**src/hw/rtl/lsmc_pkg.sv**
```systemverilog
// ----------------------------------------------------------------------------
// lsmc_pkg: shared types and constants for light sphere mask culling
// Field widths, item structs, table entry struct and sequencer codes.
// ----------------------------------------------------------------------------
`default_nettype none

package lsmc_pkg;

  // Field widths
  localparam int COORD_BITS     = 32;
  localparam int RAD_BITS       = COORD_BITS - 1;
  localparam int MASK_BITS      = 32;
  localparam int IDX_BITS       = 5;
  localparam int CNT_BITS       = 6;
  localparam int MAX_LIGHTS_DEF = 32;

  // Item operations
  typedef enum logic {
    OP_WRITE = 1'b0,
    OP_QUERY = 1'b1
  } op_e;

  // Sequencer states
  typedef enum logic [1:0] {
    ST_IDLE,
    ST_WALK,
    ST_FLUSH,
    ST_DONE
  } state_e;

  // Input item
  typedef struct packed {
    op_e                          opcode;
    logic [IDX_BITS-1:0]          light_index;
    logic signed [COORD_BITS-1:0] center_x;
    logic signed [COORD_BITS-1:0] center_y;
    logic signed [COORD_BITS-1:0] center_z;
    logic [RAD_BITS-1:0]          sphere_radius;
    logic                         surface_lightable;
    logic [MASK_BITS-1:0]         candidate_mask;
  } in_item_t;

  // Result item
  typedef struct packed {
    logic [MASK_BITS-1:0] lit_mask;
    logic                 any_lit;
  } out_item_t;

  // One sphere: table entry or surface bound
  typedef struct packed {
    logic signed [COORD_BITS-1:0] cx;
    logic signed [COORD_BITS-1:0] cy;
    logic signed [COORD_BITS-1:0] cz;
    logic [RAD_BITS-1:0]          radius;
  } sphere_t;

  // Table port strobes from the sequencer
  typedef struct packed {
    logic wr_en;
    logic rd_en;
  } ram_req_t;

endpackage

`default_nettype wire

```
**src/hw/rtl/lsmc_light_ram.sv**
```systemverilog
// ----------------------------------------------------------------------------
// lsmc_light_ram: light sphere table
// One write port and one read port with registered read data.
// ----------------------------------------------------------------------------
`default_nettype none

module lsmc_light_ram #(
  parameter int DEPTH = lsmc_pkg::MAX_LIGHTS_DEF,
  parameter int AW    = 5
) (
  input  wire logic               clk_i,
  input  wire lsmc_pkg::ram_req_t req_i,
  input  wire logic [AW-1:0]      wr_addr_i,
  input  wire lsmc_pkg::sphere_t  wr_data_i,
  input  wire logic [AW-1:0]      rd_addr_i,
  output lsmc_pkg::sphere_t       rd_data_o
);

  lsmc_pkg::sphere_t mem_q [DEPTH];
  lsmc_pkg::sphere_t rd_data_q;

  // Store one entry
  always_ff @(posedge clk_i) begin
    if (req_i.wr_en) begin
      mem_q[wr_addr_i] <= wr_data_i;
    end
  end

  // Fetch one entry
  always_ff @(posedge clk_i) begin
    if (req_i.rd_en) begin
      rd_data_q <= mem_q[rd_addr_i];
    end
  end

  assign rd_data_o = rd_data_q;

endmodule

`default_nettype wire

```
**config.mk**
```make
export PLATFORM = sky130hd
export DESIGN_NAME = lsmc_light_ram
export DESIGN_NICKNAME = d
export VERILOG_FILES = /design/src/hw/rtl/lsmc_pkg.sv /design/src/hw/rtl/lsmc_light_ram.sv
export SDC_FILE = /design/constraint.sdc
export NUM_CORES = 2
export LEC_CHECK = 0
export BUFFER_PORTS_ARGS = -buffer_cell sky130_fd_sc_hd__buf_2
export CORE_ASPECT_RATIO = 0.75
export CORE_MARGIN = 2
export CORE_UTILIZATION = 62
export CTS_CLUSTER_SIZE = 24
export DETAILED_ROUTE_END_ITERATION = 6
export PLACE_DENSITY_LB_ADDON = 0.25
export SETUP_SLACK_MARGIN = 0.2
export SYNTH_ARGS = -nofsm -noshare
export SYNTH_HDL_FRONTEND = slang
export SYNTH_SLANG_ARGS = --single-unit
```
**constraint.sdc**
```tcl
create_clock -name clk_i -period 8.9 [get_ports clk_i]
set_input_delay 0 -clock clk_i [delete_from_list [all_inputs] [get_ports clk_i]]
set_output_delay 0 -clock clk_i [all_outputs]
set_load 0.005 [all_outputs]
```
==> reports/metrics.csv <==
stage;metric;value;unit
critical_path;crit path capture;mem_q[6][109]$_DFFE_PP_;
synth;Cell variety after synth;25;
detailed_routing;routed wire length;386700;um
synth;async set-or-reset flop fraction in the synthesized netlist;0;%
critical_path;launch point of the worst reg-to-reg path;mem_q[14][10]$_DFFE_PP_;
global_routing;initial antenna violation count;26;
global_routing;largest net degree at the start of global routing;157;
global_routing;vias in the first global route;74270;
global_routing;first-pass GRT wire length;547300;um
cts;post-CTS sizing;0;
layout;Multi-input gate area;27800;um2
sta;final setup margin;5562;ps
synth;Syn Inst Count;6384;
detailed_routing;wire per inst;36.60;um
sta;Setup TNS;0;ps
synth;Seq/Total Area, Yosys;81.04;%
cts;clk_lat worst skew;900;ps
layout;Final Core Density;69.59;%
layout;non-filler cells, final;10560;
power_and_ir_drop;Comb power frac;4.3;%
power_and_ir_drop;VDD IR-drop max;171.6;uV
floorplan;Initial Util;62.20;%
flow_run;max-cap viol count;0;
global_routing;total grt overflow;0;
synth;xor/xnor share of the synthesized area;0;%
power_and_ir_drop;Leakage;0.05399;uW
synth;Synthesized Nets;6524;
floorplan;io pins;267;
critical_path;critical path launch point;wr_addr_i[4];
synth;prevailing post-synth register cell;edfxtp_1;
sta;minimum clock period;3338;ps
power_and_ir_drop;Clock power frac;39.8;%
synth;Post-synth EDFFs;4191;
critical_path;CP Launch Type;input pin;
synth;simple-gate area share of the yosys netlist;0.8193;%
detailed_routing;DRC violations left;0;
hold_path;hold crit path type;input pin to register;
sta;final worst-path cycle share;37.51;%
floorplan;die height;437.4;um
placement;Post-DP HPWL;174300;um
critical_path;CP endpoint kind;register;
cts;Clock Tree Buf Depth;4;
detailed_routing;via count;74790;
layout;fill cell count;14330;
synth;largest family of logic cells by synthesized area;multiplexers;
placement;Placed Instances;9739;
detailed_routing;Routed Antenna Nets;0;
floorplan;die footprint;254600;um2
layout;register area;125900;um2
cts;CTS sink cnt;4191;
placement;GPL Wtd Cong;0.7567;
floorplan;Rows;159;
layout;Nets;7095;
cts;H-Tree Depth;5;
power_and_ir_drop;switch share;20.55;%
cts;TritonCTS clock tree;built;
critical_path;FF-to-FF End;rd_data_o[10]$_DFFE_PP_;
layout;commonest non-fill, non-tap cell in the layout;edfxtp_1;
synth;Synth Area in Compound Gates;2.253;%
power_and_ir_drop;sequential power share;55.9;%
cts;Post-CTS Repair Setup Buffers;0;
placement;Post-Place Setup Slack;5219;ps
synth;mean area per synthesized cell;24.33;um2
sta;Hold Violations, Final;0;
sta;Slew HR;5.248;%
synth;Yosys top cell area share;81.04;%
hold_path;worst hold path depth;3;
layout;Layout area overhead;11.88;%
synth;Synth Area in Adders;0;%
sta;hold_ws;42.66;ps
floorplan;core region area;249700;um2
critical_path;Worst Path Max Fanout;46;
layout;most frequent cells in the layout;edfxtp_1, mux4_2, o22ai_1, clkbuf_16, buf_2;
synth;synth warn;0;
synth;cell taking the most area after synthesis;edfxtp_1;
sta;unrepaired setup endpoints after global routing;no;
detailed_routing;Via-to-Cell Ratio;7.081;
power_and_ir_drop;Sw Pwr;8145;uW
placement;I/O Buffers;266;
synth;largest cells by area after synthesis;edfxtp_1, mux4_2, o22ai_1, mux2i_1, a22oi_1;
sta;Slew Limit Fails;0;
sta;Setup Skew;26.78;ps
power_and_ir_drop;Cell Int Power;31480;uW
detailed_routing;1st-pass router iterations;5;
sta;maximum clock rate;299.6;MHz
detailed_routing;drt first-iter violations;10390;
global_routing;GRT Util Overall;30.51;%
synth;flops & latches, synth;4191;
critical_path;Worst Path Required;9400;ps
cts;clk slew on worst S/H paths;60;ps
critical_path;Crit Path Category;input pin to register;
floorplan;Die X-Extent;581.9;um
power_and_ir_drop;Power Density;228.1;nW/um2
cts;root buffer cell;clkbuf_16;
cts;CTS buffer count;379;
critical_path;Critical Path AT;3840;ps
synth;mux cell area share after synthesis;14.63;%
sta;Tightest Pin Transition;1418;ps
synth;synthesized cell area;155300;um2
cts;Hold-fix buffers, CTS;135;
sta;Setup violations, final;0;
layout;ratio of cells with drive above 1 in the final layout;26.30;%
run_status;status;finished clean;
critical_path;R2R setup slack;6850;ps
critical_path;Worst Reg-to-Reg Cells;4;
-- state kept, by name, summed over array words and instances, names as in the netlist --
name	flops
rd_data_o	127
mem_q	4064
-- metrics by stage --
stage | instance area (um2) | total power [uW]
finish | 173800 | 39630
global route | 173700 | 40570
CTS | 173700 | 39770
detailed placement | 160600 | 24220
global placement | 160600 | 24160
floorplan | 155300 | 23490
-- power groups by stage --
stage	combinational [uW]	clock [uW]	sequential (uW)
after global placement	1610	0	22500
after detailed placement	1650	0	22600
after floorplan	961	0	22500
after CTS	1720	15900	22100
final	1720	15800	22100
after global routing	1820	16600	22200
-- final cells by class --
type	count	share of cell area (%)
multi-input cells	1843	16.00
well taps	3300	2.376
repair buffers	540	2.424
clock buffers	477	5.792
diodes	12	0.01728
clock inverters	200	0.9620
flip-flops and latches	4191	72.43
-- worst max-delay path, stage by stage --
cell	delay (ps)
dlygate4sd3_1	540
buf_2	160
or3b_2	450
dlygate4sd3_1	740
nor2_4	860
buf_4	980
-- cell usage after synthesis, types with 2 or more instances --
cell      number
clkbuf_1     119
nand2_1        4
mux2i_1      128
nand3b_1       6
buf_6         37
mux4_2       952
a22oi_1       96
o22ai_1      444
nand4_1       16
nor2_1        36
buf_1         19
nor4_1       111
edfxtp_1    4191
nand3_1       35
buf_4         60
nor2b_1        3
or3_1          2
or3b_2         4
buf_2        115
-- per-layer routing --
layer | part of all wire, % | up-vias | track usage [%]
met5 | 0.013 | - | 0
met4 | 3.5 | 8 | 9.440
met3 | 10 | 767 | 4.725
met2 | 50 | 5043 | 49.47
met1 | 36 | 39960 | 43.83
li1 | - | 29020 | -
-- cells by family (layout without fill, tap and decap cells) --
group	Yosys count	in the layout
AOI/OAI and AO/OA	540	540
buffers and inverters	350	1217
DFF	4191	4191
muxes	1080	1080
other	0	12
and+or+nand+nor	223	223
-- worst min-delay path by stage --
| stage | end | from | slack, ps |
|---|---|---|---|
| after global routing | mem_q[17][27]$_DFFE_PP_ | wr_addr_i[3] | 40 |
| after global placement | rd_data_o[87] | rd_data_o[87]$_DFFE_PP_ | 390 |
| after CTS | mem_q[17][27]$_DFFE_PP_ | wr_addr_i[3] | 10 |
| final | mem_q[17][27]$_DFFE_PP_ | wr_addr_i[3] | 40 |
| after floorplan | mem_q[0][0]$_DFFE_PP_ | wr_data_i[0] | 100 |
| after detailed placement | rd_data_o[23] | rd_data_o[23]$_DFFE_PP_ | 390 |
Note: power is estimated with default switching activity, not from simulation.
