**src/hw/rtl/lsmc_pkg.sv**
```systemverilog
// ----------------------------------------------------------------------------
// lsmc_pkg: shared types and constants for light sphere mask culling
// Field widths, item structs, table entry struct and sequencer codes.
// ----------------------------------------------------------------------------
`default_nettype none

package lsmc_pkg;

  // Field widths
  localparam int COORD_BITS     = 32;
  localparam int RAD_BITS       = COORD_BITS - 1;
  localparam int MASK_BITS      = 32;
  localparam int IDX_BITS       = 5;
  localparam int CNT_BITS       = 6;
  localparam int MAX_LIGHTS_DEF = 32;

  // Item operations
  typedef enum logic {
    OP_WRITE = 1'b0,
    OP_QUERY = 1'b1
  } op_e;

  // Sequencer states
  typedef enum logic [1:0] {
    ST_IDLE,
    ST_WALK,
    ST_FLUSH,
    ST_DONE
  } state_e;

  // Input item
  typedef struct packed {
    op_e                          opcode;
    logic [IDX_BITS-1:0]          light_index;
    logic signed [COORD_BITS-1:0] center_x;
    logic signed [COORD_BITS-1:0] center_y;
    logic signed [COORD_BITS-1:0] center_z;
    logic [RAD_BITS-1:0]          sphere_radius;
    logic                         surface_lightable;
    logic [MASK_BITS-1:0]         candidate_mask;
  } in_item_t;

  // Result item
  typedef struct packed {
    logic [MASK_BITS-1:0] lit_mask;
    logic                 any_lit;
  } out_item_t;

  // One sphere: table entry or surface bound
  typedef struct packed {
    logic signed [COORD_BITS-1:0] cx;
    logic signed [COORD_BITS-1:0] cy;
    logic signed [COORD_BITS-1:0] cz;
    logic [RAD_BITS-1:0]          radius;
  } sphere_t;

  // Table port strobes from the sequencer
  typedef struct packed {
    logic wr_en;
    logic rd_en;
  } ram_req_t;

endpackage

`default_nettype wire

```
**src/hw/rtl/lsmc_ctrl.sv**
```systemverilog
// ----------------------------------------------------------------------------
// lsmc_ctrl: item sequencer
// Takes items, walks the light table one entry a cycle, holds the result.
// ----------------------------------------------------------------------------
`default_nettype none

module lsmc_ctrl #(
  parameter int MAX_LIGHTS = lsmc_pkg::MAX_LIGHTS_DEF,
  parameter int AW         = 5
) (
  input  wire logic                           clk_i,
  input  wire logic                           rst_ni,
  input  wire logic                           in_valid_i,
  output logic                                in_ready_o,
  input  wire lsmc_pkg::in_item_t             in_data_i,
  output logic                                out_valid_o,
  input  wire logic                           out_ready_i,
  output lsmc_pkg::out_item_t                 out_data_o,
  input  wire logic [lsmc_pkg::CNT_BITS-1:0]  eff_count_i,
  output lsmc_pkg::ram_req_t                  ram_req_o,
  output logic [AW-1:0]                       wr_addr_o,
  output lsmc_pkg::sphere_t                   wr_data_o,
  output logic [AW-1:0]                       rd_addr_o,
  output lsmc_pkg::sphere_t                   surf_o,
  input  wire logic                           miss_i
);

  localparam int MW = lsmc_pkg::MASK_BITS;
  localparam int CW = lsmc_pkg::CNT_BITS;

  lsmc_pkg::state_e    state_q, state_d;
  logic [AW-1:0]       idx_q, idx_d;
  logic [AW-1:0]       last_q, last_d;
  logic                pend_q, pend_d;
  logic [AW-1:0]       pend_idx_q, pend_idx_d;
  logic [MW-1:0]       mask_q, mask_d;
  lsmc_pkg::sphere_t   surf_q;
  logic                out_valid_q, out_valid_d;
  lsmc_pkg::out_item_t out_data_q, out_data_d;
  logic                in_acc;
  logic                idx_ok;
  logic [CW-1:0]       last_full;
  logic [MW-1:0]       bit_sel;

  assign in_acc    = in_valid_i && in_ready_o;
  assign idx_ok    = {1'b0, in_data_i.light_index} < CW'(MAX_LIGHTS);
  assign last_full = eff_count_i - CW'(1);
  assign bit_sel   = {{(MW-1){1'b0}}, 1'b1} << pend_idx_q;

  // Table write data and addresses
  assign wr_addr_o = in_data_i.light_index[AW-1:0];
  assign wr_data_o = '{cx:     in_data_i.center_x,
                       cy:     in_data_i.center_y,
                       cz:     in_data_i.center_z,
                       radius: in_data_i.sphere_radius};
  assign rd_addr_o = idx_q;
  assign surf_o    = surf_q;

  // Next state and outputs
  always_comb begin
    state_d     = state_q;
    idx_d       = idx_q;
    last_d      = last_q;
    pend_d      = 1'b0;
    pend_idx_d  = pend_idx_q;
    mask_d      = mask_q;
    out_valid_d = out_valid_q && !out_ready_i;
    out_data_d  = out_data_q;
    in_ready_o  = 1'b0;
    ram_req_o   = '0;

    // Drop the bit of a light whose box misses
    if (pend_q && miss_i) begin
      mask_d = mask_q & ~bit_sel;
    end

    case (state_q)
      lsmc_pkg::ST_IDLE: begin
        in_ready_o = 1'b1;
        if (in_valid_i) begin
          if (in_data_i.opcode == lsmc_pkg::OP_WRITE) begin
            ram_req_o.wr_en = idx_ok;
          end else if (in_data_i.surface_lightable && (eff_count_i != '0)) begin
            mask_d  = in_data_i.candidate_mask;
            idx_d   = '0;
            last_d  = last_full[AW-1:0];
            state_d = lsmc_pkg::ST_WALK;
          end else begin
            mask_d  = in_data_i.surface_lightable ? in_data_i.candidate_mask : '0;
            state_d = lsmc_pkg::ST_DONE;
          end
        end
      end
      lsmc_pkg::ST_WALK: begin
        ram_req_o.rd_en = 1'b1;
        pend_d          = 1'b1;
        pend_idx_d      = idx_q;
        if (idx_q == last_q) begin
          state_d = lsmc_pkg::ST_FLUSH;
        end else begin
          idx_d = idx_q + AW'(1);
        end
      end
      lsmc_pkg::ST_FLUSH: begin
        state_d = lsmc_pkg::ST_DONE;
      end
      lsmc_pkg::ST_DONE: begin
        if (!out_valid_q || out_ready_i) begin
          out_valid_d         = 1'b1;
          out_data_d.lit_mask = mask_q;
          out_data_d.any_lit  = |mask_q;
          state_d             = lsmc_pkg::ST_IDLE;
        end
      end
      default: begin
        state_d = lsmc_pkg::ST_IDLE;
      end
    endcase
  end

  // Control registers
  always_ff @(posedge clk_i or negedge rst_ni) begin
    if (!rst_ni) begin
      state_q     <= lsmc_pkg::ST_IDLE;
      idx_q       <= '0;
      last_q      <= '0;
      pend_q      <= 1'b0;
      pend_idx_q  <= '0;
      out_valid_q <= 1'b0;
    end else begin
      state_q     <= state_d;
      idx_q       <= idx_d;
      last_q      <= last_d;
      pend_q      <= pend_d;
      pend_idx_q  <= pend_idx_d;
      out_valid_q <= out_valid_d;
    end
  end

  // Payload registers
  always_ff @(posedge clk_i) begin
    mask_q     <= mask_d;
    out_data_q <= out_data_d;
    if (in_acc && (in_data_i.opcode == lsmc_pkg::OP_QUERY)) begin
      surf_q <= wr_data_o;
    end
  end

  assign out_valid_o = out_valid_q;
  assign out_data_o  = out_data_q;

endmodule

`default_nettype wire

```
**config.mk**
```make
export PLATFORM = sky130hd
export DESIGN_NAME = lsmc_ctrl
export DESIGN_NICKNAME = d
export VERILOG_FILES = /design/src/hw/rtl/lsmc_pkg.sv /design/src/hw/rtl/lsmc_ctrl.sv
export SDC_FILE = /design/constraint.sdc
export NUM_CORES = 1
export LEC_CHECK = 0
export BUFFER_PORTS_ARGS = -buffer_cell sky130_fd_sc_hd__buf_4
export CAP_MARGIN = 25
export CORE_AREA = 10 10 180 182
export CTS_CLUSTER_DIAMETER = 120
export DETAILED_ROUTE_END_ITERATION = 8
export DIE_AREA = 0 0 190 192
export PLACE_DENSITY = 0.65
export SYNTH_ARGS = -nofsm -noshare
export SYNTH_HDL_FRONTEND = slang
export SYNTH_SLANG_ARGS = --single-unit
```
**constraint.sdc**
```tcl
create_clock -name clk_i -period 5.05 [get_ports clk_i]
set_input_delay 0.2525 -clock clk_i [delete_from_list [all_inputs] [get_ports clk_i]]
set_output_delay 0.2525 -clock clk_i [all_outputs]
set_load 0.005 [all_outputs]
```
==> summary.md <==
| Metric | Value |
|---|---|
| Mapped Nets | `754` |
| Crit-path cells | `inv_1, ha_1, nand3_1, inv_6, buf_12` |
| H-Tree Depth | `1` |
| Critical Path Start Type | `register` |
| Final Hold Vio Count | `0` |
| Post-synth EDFFs | `160` |
| Dpl ws | `2.22 ns` |
| CP peak stage delay | `0.72 ns` |
| Synth Area per Inst | `14.5 µm²` |
| Vias per cell | `4.39` |
| Ys async rst share | `9.00%` |
| Area Overhead vs Synth | `63.6%` |
| CP max stage cell | `inv_6` |
| Total Power | `5550 µW` |
| Final period util | `56.4%` |
| Switching power | `1600 µW` |
| CP delay by family, top | `buffers and inverters` |
| Top fanout value on the critical path | `99` |
| WS Path Type | `reg -> reg` |
| Rel. slew slack | `42.9%` |
| Final wirelength | `35,200 µm` |
| WL/cell | `23.9 µm` |
| Worst skew pair latency | `0.51 ns` |
| Synth Flop Type | `edfxtp_1` |
| Endpoint class of the critical path | `register` |
| # hold bufs at CTS | `158` |
| Critical path arrival | `2.99 ns` |
| Via count | `6,488` |
| Setup violators final | `0` |
| Max Cap Viol | `0` |
| RSZ-0062 raised after global routing | `false` |
| Die X | `190 µm` |
| Max-slew violations | `0` |
| Mapped Area | `8270 µm²` |
| Violation count after the first detailed-route iteration | `420` |
| Initial antenna violation count | `2` |
| Clock Pin Slew Worst Setup and Hold Paths | `0.06 ns` |
| Vias in the first global route | `6,717` |
| Starting Density | `28.9%` |
| Largest net degree at the start of global routing | `100` |
| First-pass GRT wire length | `48,100 µm` |
| Core ar. | `28,600 µm²` |
| Library cells used by synthesis | `38` |
| Final hold slack | `0.0138 ns` |
| GRT Util Overall | `17.8%` |
| Global placer's final weighted congestion | `0.863` |
| Sequential area share after synthesis | `71.6%` |
| Final min period | `2.85 ns` |
| Setup ws final | `2.20 ns` |
| Seq pwr share | `46.1%` |
| # clock sinks | `211` |
| Leakage power | `0.00567 µW` |
| CTS tree | `yes` |
| Net Sw Frac | `28.8%` |
| Internal power | `3950 µW` |
| Post-CTS setup buffers | `0` |
| Yosys warns | `0` |
| Buf/Inv on CP | `3` |
| Clock network power share | `28.9%` |
| Clock Skew | `0.0156 ns` |
| Seq cells post-synth | `211` |
| Cell Rows | `62` |
| Max VDD drop | `242 µV` |
| Port bufs | `467` |
| Hpwl dp | `27,000 µm` |
| DIE HEIGHT | `192 µm` |
| Global route total overflow | `0` |
| Root buffer cell | `clkbuf_16` |
| Status | `finished clean` |
| Setup TNS | `0 ns` |
| I/O pin total | `478` |
| Routed Antenna Nets | `0` |
| Post-Syn Instances | `570` |
| Layout cells sized above 1 | `46.8%` |
| Die area | `36,500 µm²` |
| Power Density | `410 nW/µm²` |
| Fmax | `0.351 GHz` |
| Pre-antenna DRT Iters | `4` |
| CTS max path bufs | `3` |
| Remaining routing DRC violations | `0` |
| CTS buffer count | `23` |
| Worst path required time | `5.20 ns` |
| Logic pwr share | `25.0%` |
| Least-Margin Pin Slew | `0.856 ns` |
| Min-Delay Path Class | `in -> reg` |
| Resize count post-CTS | `0` |
| Post-layout nets | `1,258` |
-- state kept, by name, summed over array words and instances (netlist names) --
name         count
out_valid_o      1
rd_addr_o        5
out_data_o      33
mask_q          32
pend_q           1
surf_o         127
state_q          2
pend_idx_q       5
last_q           5
-- per-layer routing --
| metal | track usage [%] | wire length [µm] | vias up |
|---|---|---|---|
| met3 | 5.80 | 3050 | 67 |
| li1 | - | - | 2957 |
| met2 | 30.6 | 18000 | 339 |
| met1 | 20.0 | 12900 | 3123 |
| met4 | 6.96 | 1260 | 2 |
| met5 | 0 | 12 | - |
-- worst reg2reg max path, cell delays in order (launching register included) --
cell,delay [ns]
dfrtp_1,0.40
inv_1,0.13
ha_1,0.26
nand3_1,0.37
inv_6,0.72
buf_12,0.51
-- final timing paths --
check	start	endpoint	slack, ns	cells past startpoint
setup / recovery	state_q[0]	surf_o[99]	2.20	5
setup reg to reg	state_q[0]	surf_o[99]	2.20	5
hold reg to reg	mask_q[6]	out_data_o[7]	0.46	0
hold / removal	in_data_i[2]	mask_q[2]	0.01	3
max in group asynchronous	rst_ni	pend_idx_q[0]	4.68	2
min in group asynchronous	rst_ni	out_valid_o	0.16	2
-- layout make-up --
cell class,count,area [µm²]
fill,2473,15100
sequential,211,5920
timing repair buffer,627,5110
multi-input combinational,201,1250
clock buffer,37,659
tap,384,480
clock inverter,4,51.3
inverter,10,42.5
antenna,3,7.51
-- synth_stat cells, types with 2 or more instances --
cell / count / area, µm²
edfxtp_1: 160 / 4800
buf_4: 134 / 1010
o21ai_0: 55 / 275
nand3_1: 41 / 205
dfxtp_1: 32 / 641
nand2_1: 25 / 93.8
dfrtp_1: 19 / 475
clkbuf_1: 13 / 48.8
inv_1: 9 / 33.8
nor4_1: 8 / 50.1
o311ai_0: 8 / 70.1
xnor2_1: 8 / 70.1
ha_1: 7 / 87.6
mux2i_1: 5 / 50.1
nand2b_1: 5 / 31.3
o211ai_1: 5 / 37.5
mux2_2: 3 / 33.8
nand3b_1: 3 / 22.5
nand4_1: 3 / 18.8
nor2_1: 3 / 11.3
o2111ai_1: 3 / 26.3
or2_2: 3 / 18.8
a31oi_1: 2 / 12.5
nor3b_1: 2 / 15.0
-- cell usage in the layout (no fill, tap or decap), drive strengths merged, types with 4 or more instances in the layout --
master and instances:
buf 469, clkbuf 37, dfrtp 19, dfxtp 32
dlygate4sd3 158, edfxtp 160, ha 7, inv 12
mux2i 5, nand2 25, nand2b 5, nand3 41
nor4 8, o2111ai 4, o211ai 6, o21ai 55
o311ai 8, xnor2 8
-- logic make-up after synthesis --
group / after synthesis / synth area share, %
buffers and inverters: 158 / 13.3
AOI/OAI and AO/OA: 78 / 5.90
xor gates and xnor gates: 8 / 0.847
and+or+nand+nor: 100 / 6.32
DFF: 211 / 71.6
muxes: 8 / 1.01
adders and majority gates: 7 / 1.06
-- through the flow --
stage               utilization, %  cells  area, µm²
finish                        47.3   1477      13500
global route                  47.2   1475      13500
CTS                           47.2   1474      13500
detailed placement            39.2   1275      11200
global placement              39.2   1275      11200
floorplan                        -    570       8270
-- power by group through the flow --
stage / Clock (µW) / Combinational [µW] / Sequential [µW]
2_1_floorplan: 0 / 597 / 2540
3_3_place_gp: 0 / 1280 / 2580
3_5_place_dp: 0 / 1300 / 2600
4_1_cts: 1630 / 1410 / 2560
5_1_grt: 1700 / 1510 / 2610
6_report: 1610 / 1390 / 2560
Power figures use the tool's default switching activity.
